## config.mk

```make
export PLATFORM = sky130hd
export DESIGN_NAME = tick_timebase_cpu_usage_flat
export DESIGN_NICKNAME = d
export VERILOG_FILES = /design/src/hdl/ttcu_pkg.sv /design/src/hdl/ttcu_if.sv /design/src/hdl/ttcu_div.sv /design/src/hdl/tick_timebase_cpu_usage.sv /design/src/flat_wrapper.sv
export SDC_FILE = /design/constraint.sdc
export NUM_CORES = 1
export LEC_CHECK = 0
export ABC_AREA = 1
export BUFFER_PORTS_ARGS = -buffer_cell sky130_fd_sc_hd__buf_2
export CAP_MARGIN = 25
export CORE_ASPECT_RATIO = 1.4
export CORE_MARGIN = 5
export CORE_UTILIZATION = 60
export CTS_BUF_LIST = sky130_fd_sc_hd__clkbuf_4
export CTS_CLUSTER_SIZE = 25
export DETAILED_ROUTE_END_ITERATION = 12
export HOLD_SLACK_MARGIN = 0.02
export PLACE_DENSITY = 0.87
export SETUP_SLACK_MARGIN = 0.2
export SKIP_LAST_GASP = 1
export SLEW_MARGIN = 10
export SYNTH_ARGS = -nofsm -noshare
export SYNTH_HDL_FRONTEND = slang
export SYNTH_HIERARCHICAL = 1
export SYNTH_SLANG_ARGS = --single-unit
export TNS_END_PERCENT = 10
```

## constraint.sdc

```tcl
create_clock -name clk -period 4.3 [get_ports clk]
set_clock_uncertainty 0.05 [all_clocks]
set_input_delay 0.645 -clock clk [delete_from_list [all_inputs] [get_ports clk]]
set_output_delay 0.645 -clock clk [all_outputs]
set_load 0.005 [all_outputs]
```

## src/hdl/ttcu_pkg.sv

```systemverilog
// ----------------------------------------------------------------------------
// Tick time base package
// Types, codes and constants shared by the tick time base modules.
// ----------------------------------------------------------------------------
`default_nettype none

package ttcu_pkg;

    localparam int CNT_W  = 32;  // tick and usage counters
    localparam int PCT_W  = 7;   // busy percentage
    localparam int OP_W   = 2;
    localparam int NUM_W  = CNT_W + PCT_W;  // scaled busy count
    localparam int DIV_CNT_W = $clog2(NUM_W + 1);

    localparam logic [PCT_W-1:0] PCT_SCALE = 7'd100;

    localparam logic [OP_W-1:0] OP_TICK     = 2'd0;
    localparam logic [OP_W-1:0] OP_ANNOUNCE = 2'd1;
    localparam logic [OP_W-1:0] OP_SAMPLE   = 2'd2;

    localparam int CFG_ADDR_W = 1;
    localparam int CFG_DATA_W = 32;
    localparam logic [CFG_ADDR_W-1:0] ADDR_USAGE_ENABLE = 1'b0;

    typedef enum logic [2:0] {
        ST_IDLE,
        ST_EXEC,
        ST_MUL,
        ST_DIV,
        ST_DONE
    } state_t;

    typedef struct packed {
        logic             start;
        logic [NUM_W-1:0] dividend;
        logic [CNT_W-1:0] divisor;
    } div_ctrl_t;

    typedef struct packed {
        logic             done;
        logic [PCT_W-1:0] quotient;
    } div_stat_t;

endpackage

`default_nettype wire

```

## src/hdl/ttcu_if.sv

```systemverilog
// ----------------------------------------------------------------------------
// Tick time base channels
// Valid/ready channels for event requests and their results.
// ----------------------------------------------------------------------------
`default_nettype none

interface ttcu_req_if;
    logic                           valid;
    logic                           ready;
    logic [ttcu_pkg::OP_W-1:0]      op;
    logic [ttcu_pkg::CNT_W-1:0]     slept_ticks;
    logic                           running_idle;
    logic                           from_owner_core;

    modport source (
        output valid, op, slept_ticks, running_idle, from_owner_core,
        input  ready
    );
    modport sink (
        input  valid, op, slept_ticks, running_idle, from_owner_core,
        output ready
    );
endinterface

interface ttcu_rsp_if;
    logic                           valid;
    logic                           ready;
    logic [ttcu_pkg::CNT_W-1:0]     tick_count;
    logic [ttcu_pkg::PCT_W-1:0]     busy_percent;

    modport source (
        output valid, tick_count, busy_percent,
        input  ready
    );
    modport sink (
        input  valid, tick_count, busy_percent,
        output ready
    );
endinterface

`default_nettype wire

```

## src/hdl/ttcu_div.sv

```systemverilog
// ----------------------------------------------------------------------------
// Tick time base divider
// Restoring divider, one quotient bit per cycle, for the busy percentage.
// ----------------------------------------------------------------------------
`default_nettype none

module ttcu_div (
    input  wire logic                  clk,
    input  wire logic                  rst_n,
    input  wire ttcu_pkg::div_ctrl_t   ctrl,
    output      ttcu_pkg::div_stat_t   stat
);

    logic [ttcu_pkg::NUM_W-1:0]     dvd_reg, dvd_next;
    logic [ttcu_pkg::CNT_W-1:0]     rem_reg, rem_next;
    logic [ttcu_pkg::CNT_W-1:0]     dvs_reg, dvs_next;
    logic [ttcu_pkg::DIV_CNT_W-1:0] cnt_reg, cnt_next;
    logic                           done_reg, done_next;
    logic [ttcu_pkg::CNT_W:0]       rem_sh;
    logic                           fits;

    // The remainder stays below the divisor, so the shifted value fits in
    // one bit more than the counters.
    assign rem_sh = {rem_reg, dvd_reg[ttcu_pkg::NUM_W-1]};
    assign fits   = (rem_sh >= {1'b0, dvs_reg});

    always_comb
    begin
        dvd_next  = dvd_reg;
        rem_next  = rem_reg;
        dvs_next  = dvs_reg;
        cnt_next  = cnt_reg;
        done_next = 1'b0;
        if (ctrl.start)
        begin
            dvd_next = ctrl.dividend;
            rem_next = '0;
            dvs_next = ctrl.divisor;
            cnt_next = ttcu_pkg::DIV_CNT_W'(ttcu_pkg::NUM_W);
        end
        else if (cnt_reg != '0)
        begin
            rem_next = fits ? ttcu_pkg::CNT_W'(rem_sh - {1'b0, dvs_reg})
                            : ttcu_pkg::CNT_W'(rem_sh);
            dvd_next = {dvd_reg[ttcu_pkg::NUM_W-2:0], fits};
            cnt_next = cnt_reg - 1'b1;
            done_next = (cnt_reg == ttcu_pkg::DIV_CNT_W'(1));
        end
    end

    always_ff @(posedge clk or negedge rst_n)
    begin
        if (!rst_n)
        begin
            cnt_reg  <= '0;
            done_reg <= 1'b0;
        end
        else
        begin
            cnt_reg  <= cnt_next;
            done_reg <= done_next;
        end
    end

    always_ff @(posedge clk)
    begin
        dvd_reg <= dvd_next;
        rem_reg <= rem_next;
        dvs_reg <= dvs_next;
    end

    assign stat.done     = done_reg;
    assign stat.quotient = dvd_reg[ttcu_pkg::PCT_W-1:0];

endmodule

`default_nettype wire

```

## src/hdl/tick_timebase_cpu_usage.sv

```systemverilog
// ----------------------------------------------------------------------------
// Tick time base with CPU load accounting
// Tick counter with total and idle usage counters and a busy percentage.
// ----------------------------------------------------------------------------
// The block takes one request at a time and returns exactly one result for
// it. Ticks, announces, unused codes and samples of an empty or disabled
// window pass through ST_EXEC and present their result in ST_DONE. A sample
// of a non-empty window with usage accounting on goes on from ST_EXEC through
// ST_MUL and a 39-step restoring divider in ST_DIV, one quotient bit per
// cycle, before its result is presented in ST_DONE. The request channel is
// ready again in the cycle after the result is taken. The usage_enable
// register sits at byte address 0 of the configuration port and resets to
// one.
`default_nettype none

module tick_timebase_cpu_usage (
    input  wire logic                              clk,
    input  wire logic                              rst_n,
    ttcu_req_if.sink                               req,
    ttcu_rsp_if.source                             rsp,
    input  wire logic                              psel,
    input  wire logic                              penable,
    input  wire logic                              pwrite,
    input  wire logic [ttcu_pkg::CFG_ADDR_W-1:0]   paddr,
    input  wire logic [ttcu_pkg::CFG_DATA_W-1:0]   pwdata,
    output      logic [ttcu_pkg::CFG_DATA_W-1:0]   prdata,
    output      logic                              pready
);

    ttcu_pkg::state_t               state_reg, state_next;
    logic [ttcu_pkg::OP_W-1:0]      op_reg, op_next;
    logic [ttcu_pkg::CNT_W-1:0]     elapsed_reg, elapsed_next;
    logic                           run_idle_reg, run_idle_next;
    logic                           owner_reg, owner_next;
    logic [ttcu_pkg::CNT_W-1:0]     ticks_reg, ticks_next;
    logic [ttcu_pkg::CNT_W-1:0]     total_reg, total_next;
    logic [ttcu_pkg::CNT_W-1:0]     idle_reg, idle_next;
    logic [ttcu_pkg::CNT_W-1:0]     busy_reg, busy_next;
    logic [ttcu_pkg::CNT_W-1:0]     divisor_reg, divisor_next;
    logic [ttcu_pkg::PCT_W-1:0]     pct_reg, pct_next;
    logic                           usage_en_reg, usage_en_next;
    logic                           cfg_wr;
    logic [ttcu_pkg::CNT_W-1:0]     idle_clamped;
    ttcu_pkg::div_ctrl_t            div_ctrl;
    ttcu_pkg::div_stat_t            div_stat;

    // Configuration port.
    assign pready = 1'b1;
    assign cfg_wr = psel && penable && pwrite && pready
                    && (paddr == ttcu_pkg::ADDR_USAGE_ENABLE);
    assign usage_en_next = cfg_wr ? pwdata[0] : usage_en_reg;
    assign prdata = (paddr == ttcu_pkg::ADDR_USAGE_ENABLE)
                    ? {{(ttcu_pkg::CFG_DATA_W-1){1'b0}}, usage_en_reg} : '0;

    assign idle_clamped = (idle_reg > total_reg) ? total_reg : idle_reg;

    always_comb
    begin
        state_next    = state_reg;
        op_next       = op_reg;
        elapsed_next  = elapsed_reg;
        run_idle_next = run_idle_reg;
        owner_next    = owner_reg;
        ticks_next    = ticks_reg;
        total_next    = total_reg;
        idle_next     = idle_reg;
        busy_next     = busy_reg;
        divisor_next  = divisor_reg;
        pct_next      = pct_reg;
        div_ctrl.start    = 1'b0;
        div_ctrl.dividend = ttcu_pkg::NUM_W'(busy_reg)
                            * ttcu_pkg::NUM_W'(ttcu_pkg::PCT_SCALE);
        div_ctrl.divisor  = divisor_reg;
        req.ready = 1'b0;
        rsp.valid = 1'b0;

        case (state_reg)
            ttcu_pkg::ST_IDLE:
            begin
                req.ready = 1'b1;
                if (req.valid)
                begin
                    op_next       = req.op;
                    elapsed_next  = req.slept_ticks;
                    run_idle_next = req.running_idle;
                    owner_next    = req.from_owner_core;
                    state_next    = ttcu_pkg::ST_EXEC;
                end
            end

            ttcu_pkg::ST_EXEC:
            begin
                pct_next   = '0;
                state_next = ttcu_pkg::ST_DONE;
                case (op_reg)
                    ttcu_pkg::OP_TICK:
                    begin
                        if (owner_reg)
                        begin
                            ticks_next = ticks_reg + 1'b1;
                            if (usage_en_reg)
                            begin
                                total_next = total_reg + 1'b1;
                                if (run_idle_reg)
                                begin
                                    idle_next = idle_reg + 1'b1;
                                end
                            end
                        end
                    end
                    ttcu_pkg::OP_ANNOUNCE:
                    begin
                        ticks_next = ticks_reg + elapsed_reg;
                        if (usage_en_reg)
                        begin
                            total_next = total_reg + elapsed_reg;
                            idle_next  = idle_reg + elapsed_reg;
                        end
                    end
                    ttcu_pkg::OP_SAMPLE:
                    begin
                        if (usage_en_reg)
                        begin
                            total_next = '0;
                            idle_next  = '0;
                            // An empty window reports zero without dividing.
                            if (total_reg != '0)
                            begin
                                busy_next    = total_reg - idle_clamped;
                                divisor_next = total_reg;
                                state_next   = ttcu_pkg::ST_MUL;
                            end
                        end
                    end
                    default:
                    begin
                        state_next = ttcu_pkg::ST_DONE;
                    end
                endcase
            end

            ttcu_pkg::ST_MUL:
            begin
                div_ctrl.start = 1'b1;
                state_next     = ttcu_pkg::ST_DIV;
            end

            ttcu_pkg::ST_DIV:
            begin
                if (div_stat.done)
                begin
                    pct_next   = div_stat.quotient;
                    state_next = ttcu_pkg::ST_DONE;
                end
            end

            ttcu_pkg::ST_DONE:
            begin
                rsp.valid = 1'b1;
                if (rsp.ready)
                begin
                    state_next = ttcu_pkg::ST_IDLE;
                end
            end

            default:
            begin
                state_next = ttcu_pkg::ST_IDLE;
            end
        endcase
    end

    assign rsp.tick_count   = ticks_reg;
    assign rsp.busy_percent = pct_reg;

    always_ff @(posedge clk or negedge rst_n)
    begin
        if (!rst_n)
        begin
            state_reg    <= ttcu_pkg::ST_IDLE;
            ticks_reg    <= '0;
            total_reg    <= '0;
            idle_reg     <= '0;
            usage_en_reg <= 1'b1;
        end
        else
        begin
            state_reg    <= state_next;
            ticks_reg    <= ticks_next;
            total_reg    <= total_next;
            idle_reg     <= idle_next;
            usage_en_reg <= usage_en_next;
        end
    end

    always_ff @(posedge clk)
    begin
        op_reg       <= op_next;
        elapsed_reg  <= elapsed_next;
        run_idle_reg <= run_idle_next;
        owner_reg    <= owner_next;
        busy_reg     <= busy_next;
        divisor_reg  <= divisor_next;
        pct_reg      <= pct_next;
    end

    ttcu_div u_div (
        .clk   (clk),
        .rst_n (rst_n),
        .ctrl  (div_ctrl),
        .stat  (div_stat)
    );

endmodule

`default_nettype wire

```

## src/flat_wrapper.sv

```systemverilog
// flat-port wrapper written by rule: the top's interface ports become plain ports
module tick_timebase_cpu_usage_flat 
  (clk, rst_n, psel, penable, pwrite, paddr, pwdata, prdata, pready, req_valid, req_op, req_slept_ticks, req_running_idle, req_from_owner_core, req_ready, rsp_valid, rsp_tick_count, rsp_busy_percent, rsp_ready);
  ttcu_req_if req_i ();
  ttcu_rsp_if rsp_i ();
  input  wire logic clk;
  input  wire logic rst_n;
  input  wire logic psel;
  input  wire logic penable;
  input  wire logic pwrite;
  input  wire logic [ttcu_pkg::CFG_ADDR_W-1:0] paddr;
  input  wire logic [ttcu_pkg::CFG_DATA_W-1:0] pwdata;
  output      logic [ttcu_pkg::CFG_DATA_W-1:0] prdata;
  output      logic pready;
  input wire logic [$bits(req_i.valid)-1:0] req_valid;
  input wire logic [$bits(req_i.op)-1:0] req_op;
  input wire logic [$bits(req_i.slept_ticks)-1:0] req_slept_ticks;
  input wire logic [$bits(req_i.running_idle)-1:0] req_running_idle;
  input wire logic [$bits(req_i.from_owner_core)-1:0] req_from_owner_core;
  output wire logic [$bits(req_i.ready)-1:0] req_ready;
  output wire logic [$bits(rsp_i.valid)-1:0] rsp_valid;
  output wire logic [$bits(rsp_i.tick_count)-1:0] rsp_tick_count;
  output wire logic [$bits(rsp_i.busy_percent)-1:0] rsp_busy_percent;
  input wire logic [$bits(rsp_i.ready)-1:0] rsp_ready;
  assign req_i.valid = req_valid;
  assign req_i.op = req_op;
  assign req_i.slept_ticks = req_slept_ticks;
  assign req_i.running_idle = req_running_idle;
  assign req_i.from_owner_core = req_from_owner_core;
  assign req_ready = req_i.ready;
  assign rsp_valid = rsp_i.valid;
  assign rsp_tick_count = rsp_i.tick_count;
  assign rsp_busy_percent = rsp_i.busy_percent;
  assign rsp_i.ready = rsp_ready;
  tick_timebase_cpu_usage u_core (.clk(clk), .rst_n(rst_n), .req(req_i), .rsp(rsp_i), .psel(psel), .penable(penable), .pwrite(pwrite), .paddr(paddr), .pwdata(pwdata), .prdata(prdata), .pready(pready));
endmodule
```

==> flow_summary.html <==
<table>
<tr><th>Metric</th><th>Value</th></tr>
<tr><th colspan="2">CTS</th></tr>
<tr><td>CTS HTree Levels</td><td>3</td></tr>
<tr><td>Buffer depth of the longest clock path</td><td>3</td></tr>
<tr><td>Cell at the root of the clock tree</td><td>sky130_fd_sc_hd__clkbuf_4</td></tr>
<tr><td>TritonCTS clock tree</td><td>done</td></tr>
<tr><td>CTS Buf Count</td><td>84</td></tr>
<tr><td>Clock-pin slew reported for the worst setup and hold paths after clock tree synthesis</td><td>0.07 ns</td></tr>
<tr><td>TritonCTS Sinks</td><td>317</td></tr>
<tr><td>Clock latency of the later-clocked register in the worst-skew pair</td><td>0.87 ns</td></tr>
<tr><th colspan="2">Floorplan</th></tr>
<tr><td>Die extent in x</td><td>191 µm</td></tr>
<tr><td>Core Area</td><td>45800 µm²</td></tr>
<tr><td>Num ports</td><td>150</td></tr>
<tr><td>Die area</td><td>50600 µm²</td></tr>
<tr><td>Initial core utilization</td><td>60.3%</td></tr>
<tr><td>Die height</td><td>264 µm</td></tr>
<tr><td>Count of standard-cell rows</td><td>93</td></tr>
<tr><th colspan="2">Routing</th></tr>
<tr><td>Drt first-iter violations</td><td>1755</td></tr>
<tr><td>Via/cell ratio</td><td>5.53</td></tr>
<tr><td>DR vias</td><td>27.4k</td></tr>
<tr><td>Detailed-route wire length per cell</td><td>17.6 µm</td></tr>
<tr><td>Post-Route WL</td><td>87000 µm</td></tr>
<tr><td>Router iterations before antenna repair</td><td>8</td></tr>
<tr><td>Number of nets still failing antenna checks after routing</td><td>0</td></tr>
<tr><td>Post-detailed-route DRC marker count</td><td>0</td></tr>
<tr><th colspan="2">Logic synthesis</th></tr>
<tr><td>Number of register bits inferred by synthesis</td><td>317</td></tr>
<tr><td>Dominant register cell in the synthesized netlist</td><td>sky130_fd_sc_hd__edfxtp_1</td></tr>
<tr><td>Number of unique standard cell types used by synthesis</td><td>50</td></tr>
<tr><td>Proportion of synthesized chip area in sequential cells</td><td>31.3%</td></tr>
<tr><td>Total standard cell area after synthesis</td><td>27700 µm²</td></tr>
<tr><td>Mapped Cells</td><td>3965</td></tr>
<tr><td>Share of flip-flops with an asynchronous set or reset</td><td>33.8%</td></tr>
<tr><td>Average size of a mapped cell</td><td>6.98 µm²</td></tr>
<tr><td>Number of flops mapped to enable cells by yosys</td><td>178</td></tr>
<tr><td>YS warnings</td><td>6</td></tr>
<tr><th colspan="2">Global route</th></tr>
<tr><td>Antenna violations before repair</td><td>1</td></tr>
<tr><td>Pin count of the biggest net entering global routing</td><td>65</td></tr>
<tr><td>Total grt overflow</td><td>0</td></tr>
<tr><td>Vias in the first global route</td><td>27.5k</td></tr>
<tr><td>GRT Resource Usage Total</td><td>33.7%</td></tr>
<tr><td>First-pass GRT wire length</td><td>134000 µm</td></tr>
<tr><th colspan="2">Run status</th></tr>
<tr><td>Result of the run</td><td>completed</td></tr>
<tr><th colspan="2">Cells and area</th></tr>
<tr><td>Final net count</td><td>4664</td></tr>
<tr><td>Area growth from synthesis to layout</td><td>13.0%</td></tr>
<tr><td>Fraction of final layout cells with drive strength greater than 1</td><td>10.1%</td></tr>
<tr><td>Total area of multi-input combinational cells</td><td>16100 µm²</td></tr>
<tr><td>Max FFs per register</td><td>39</td></tr>
<tr><td>Filler cell count in the final layout</td><td>3954</td></tr>
<tr><td>Total area of sequential cells</td><td>8670 µm²</td></tr>
<tr><th colspan="2">STA</th></tr>
<tr><td>Hold_ws</td><td>0.215 ns</td></tr>
<tr><td>Max Slew Vio Count</td><td>0</td></tr>
<tr><td>Smallest setup slack after layout</td><td>0.314 ns</td></tr>
<tr><td>Fmax achieved</td><td>251 MHz</td></tr>
<tr><td>Remaining max-slew budget at the tightest pin</td><td>40.3%</td></tr>
<tr><td>Slew at the pin with the worst max-slew slack</td><td>0.896 ns</td></tr>
<tr><td>Final setup violating endpoints</td><td>0</td></tr>
<tr><td>Endpoints failing hold</td><td>0</td></tr>
<tr><td>Final Cycle Share</td><td>92.7%</td></tr>
<tr><td>Setup repair after global routing missed its margin</td><td>yes</td></tr>
<tr><td>Time the final worst path needs with I/O delays and setup</td><td>3.99 ns</td></tr>
<tr><td>Total negative slack for setup checks</td><td>0 ns</td></tr>
<tr><th colspan="2">Place</th></tr>
<tr><td>DP HPWL</td><td>68500 µm</td></tr>
<tr><td>Placer congestion estimate</td><td>0.982</td></tr>
<tr><td>Count of buffers inserted at the top-level ports</td><td>86</td></tr>
<tr><td>DP Worst Slack</td><td>0.327 ns</td></tr>
<tr><th colspan="2">Worst setup path</th></tr>
<tr><td>Setup crit end kind</td><td>flop</td></tr>
<tr><td>Required time worst endpoint</td><td>4.82 ns</td></tr>
<tr><td>Classification of the worst setup path</td><td>flop to flop</td></tr>
<tr><td>CP arrival</td><td>4.50 ns</td></tr>
<tr><td>Type of origin of the critical path</td><td>flop</td></tr>
<tr><td>Maximum net fanout on the critical path</td><td>7</td></tr>
<tr><th colspan="2">Worst hold path</th></tr>
<tr><td>Hold Crit Class</td><td>input pin to flop</td></tr>
<tr><th colspan="2">Flow run</th></tr>
<tr><td>Max-cap violations</td><td>0</td></tr>
</table>
-- synth_stat cells, types with 4 or more instances --
cell type,number,area share [%]
sky130_fd_sc_hd__fa_1,32,2.3
sky130_fd_sc_hd__dfrtp_1,106,9.6
sky130_fd_sc_hd__nand3b_1,42,1.1
sky130_fd_sc_hd__inv_2,9,0.12
sky130_fd_sc_hd__a21oi_1,239,4.3
sky130_fd_sc_hd__a21oi_2,6,0.19
sky130_fd_sc_hd__ha_1,293,13
sky130_fd_sc_hd__edfxtp_1,178,19
sky130_fd_sc_hd__o21ai_1,20,0.36
sky130_fd_sc_hd__o21ai_0,216,3.9
sky130_fd_sc_hd__nand3_1,208,3.8
sky130_fd_sc_hd__nor2_1,284,3.9
sky130_fd_sc_hd__clkinv_1,5,0.068
sky130_fd_sc_hd__inv_1,680,9.2
sky130_fd_sc_hd__nor2_2,4,0.090
sky130_fd_sc_hd__nor4_1,11,0.25
sky130_fd_sc_hd__xor2_1,52,1.6
sky130_fd_sc_hd__nor3_1,55,1.0
sky130_fd_sc_hd__xnor2_1,39,1.2
sky130_fd_sc_hd__buf_4,40,1.1
sky130_fd_sc_hd__a21o_1,10,0.27
sky130_fd_sc_hd__o22ai_1,12,0.27
sky130_fd_sc_hd__dfxtp_1,32,2.3
sky130_fd_sc_hd__buf_2,16,0.29
sky130_fd_sc_hd__and2_1,7,0.16
sky130_fd_sc_hd__nand2_1,1250,17
sky130_fd_sc_hd__o21a_1,10,0.27
sky130_fd_sc_hd__nand2_2,4,0.090
sky130_fd_sc_hd__o21bai_1,12,0.33
sky130_fd_sc_hd__buf_6,7,0.28
sky130_fd_sc_hd__clkbuf_1,23,0.31
sky130_fd_sc_hd__nand4_1,34,0.77
-- worst max-delay path, stage by stage (launching register included) --
cell                      delay [ns]
sky130_fd_sc_hd__dfrtp_2        0.45
sky130_fd_sc_hd__ha_1           0.31
sky130_fd_sc_hd__nand2_1        0.07
sky130_fd_sc_hd__nor2_1         0.14
sky130_fd_sc_hd__nand2_1        0.12
sky130_fd_sc_hd__nor4_2         0.26
sky130_fd_sc_hd__buf_4          0.23
sky130_fd_sc_hd__nand2_2        0.07
sky130_fd_sc_hd__nand2_2        0.08
sky130_fd_sc_hd__nand2_4        0.09
sky130_fd_sc_hd__buf_6          0.15
sky130_fd_sc_hd__nand2_1        0.05
sky130_fd_sc_hd__o21ai_0        0.08
sky130_fd_sc_hd__ha_1           0.36
sky130_fd_sc_hd__a21oi_1        0.24
sky130_fd_sc_hd__nand2_1        0.15
sky130_fd_sc_hd__a21oi_1        0.29
sky130_fd_sc_hd__o21ai_0        0.12
sky130_fd_sc_hd__buf_4          0.17
sky130_fd_sc_hd__nand4_1        0.09
sky130_fd_sc_hd__nand2_1        0.06
sky130_fd_sc_hd__nand2_1        0.05
sky130_fd_sc_hd__nand2_1        0.05
-- through the flow --
stage	cell area, µm²	cells	util (%)
6_report	31300	4954	68.2
5_1_grt	31300	4954	68.2
4_1_cts	31000	4940	67.5
3_5_place_dp	29500	4742	64.2
3_3_place_gp	29400	4741	64.2
2_1_floorplan	27800	3997	-
-- kinds of logic after synthesis --
| kind of cell | synth area share [%] |
|---|---|
| AND/OR/NAND/NOR | 28.4 |
| buffers and inverters | 11.5 |
| AO/OA/AOI/OAI | 10.3 |
| adder cells (fa/ha/maj) | 15.6 |
| flip-flops | 31.3 |
| XOR/XNOR | 2.88 |
| other | 0.0271 |
-- worst paths after layout --
path | from | end | slack, ns | cells after the start
worst max-delay path | u_core/idle_reg[31]$_DFFE_PN0P_ | u_core/busy_reg[29]$_DFFE_PP_ | 0.31 | 22
worst min-delay path | req_valid | u_core/state_reg[0]$_DFFE_PN0P_ | 0.22 | 5
worst max register to register | u_core/idle_reg[31]$_DFFE_PN0P_ | u_core/busy_reg[29]$_DFFE_PP_ | 0.31 | 22
worst min register to register | u_core/divisor_reg[18]$_DFFE_PP_ | u_core/u_div/dvs_reg[18]$_DFFE_PP_ | 0.35 | 0
max in group asynchronous | rst_n | u_core/usage_en_reg$_DFFE_PN1P_ | 2.88 | 3
min in group asynchronous | rst_n | u_core/rsp.tick_count[27]$_DFFE_PN0P_ | 0.39 | 2
-- cell usage in the layout, fill, tap and decap left out, types with 17 or more instances in the layout --
cell type | synthesis | routed
sky130_fd_sc_hd__buf_2 | 16 | 85
sky130_fd_sc_hd__xor2_1 | 52 | 52
sky130_fd_sc_hd__xnor2_1 | 39 | 39
sky130_fd_sc_hd__dfxtp_1 | 32 | 32
sky130_fd_sc_hd__nor2_1 | 284 | 282
sky130_fd_sc_hd__clkbuf_4 | 0 | 121
sky130_fd_sc_hd__o21ai_1 | 20 | 23
sky130_fd_sc_hd__nand4_1 | 34 | 34
sky130_fd_sc_hd__inv_1 | 680 | 676
sky130_fd_sc_hd__nand2_1 | 1250 | 1237
sky130_fd_sc_hd__nand3b_1 | 42 | 42
sky130_fd_sc_hd__nor3_1 | 55 | 53
sky130_fd_sc_hd__clkinv_1 | 5 | 30
sky130_fd_sc_hd__o21ai_0 | 216 | 212
sky130_fd_sc_hd__conb_1 | 2 | 34
sky130_fd_sc_hd__ha_1 | 293 | 290
sky130_fd_sc_hd__buf_4 | 40 | 132
sky130_fd_sc_hd__a21oi_1 | 239 | 234
sky130_fd_sc_hd__fa_1 | 32 | 31
sky130_fd_sc_hd__edfxtp_1 | 178 | 178
sky130_fd_sc_hd__nand3_1 | 208 | 205
sky130_fd_sc_hd__dlygate4sd3_1 | 0 | 40
sky130_fd_sc_hd__dfrtp_1 | 106 | 101
sky130_fd_sc_hd__inv_2 | 9 | 17
-- cell type report --
| cell class | instances | share of cell area (%) |
|---|---|---|
| multi-input combinational | 2897 | 51.5 |
| clock inverter | 37 | 0.637 |
| tap | 617 | 2.47 |
| sequential | 317 | 27.7 |
| inverter | 696 | 8.38 |
| clock buffer | 121 | 2.91 |
| antenna | 2 | 0.0160 |
| timing repair buffer | 267 | 6.37 |
-- per-layer routing --
layer  track usage [%]  up-vias  wire, µm  share of wire (%)
li1                  -    13300         -                  -
met1              31.6    12500     28700                 33
met2              62.5     1106     44800                 52
met3              5.29      440      4600                5.3
met4              28.8        0      8810                 10
met5                 0        -         0                  0
-- repair_timing --
action / in CTS / in global routing
hold buffers: 40 / 0
endpoints found under the hold margin: 95 / 0
setup endpoints to repair: 0 / 22
buffers inserted: 0 / 9
resized for setup: 0 / 50
Power is left out: the tool's default activity adds up to more than one toggle a clock period on the data nets, which glitch-free logic cannot reach.
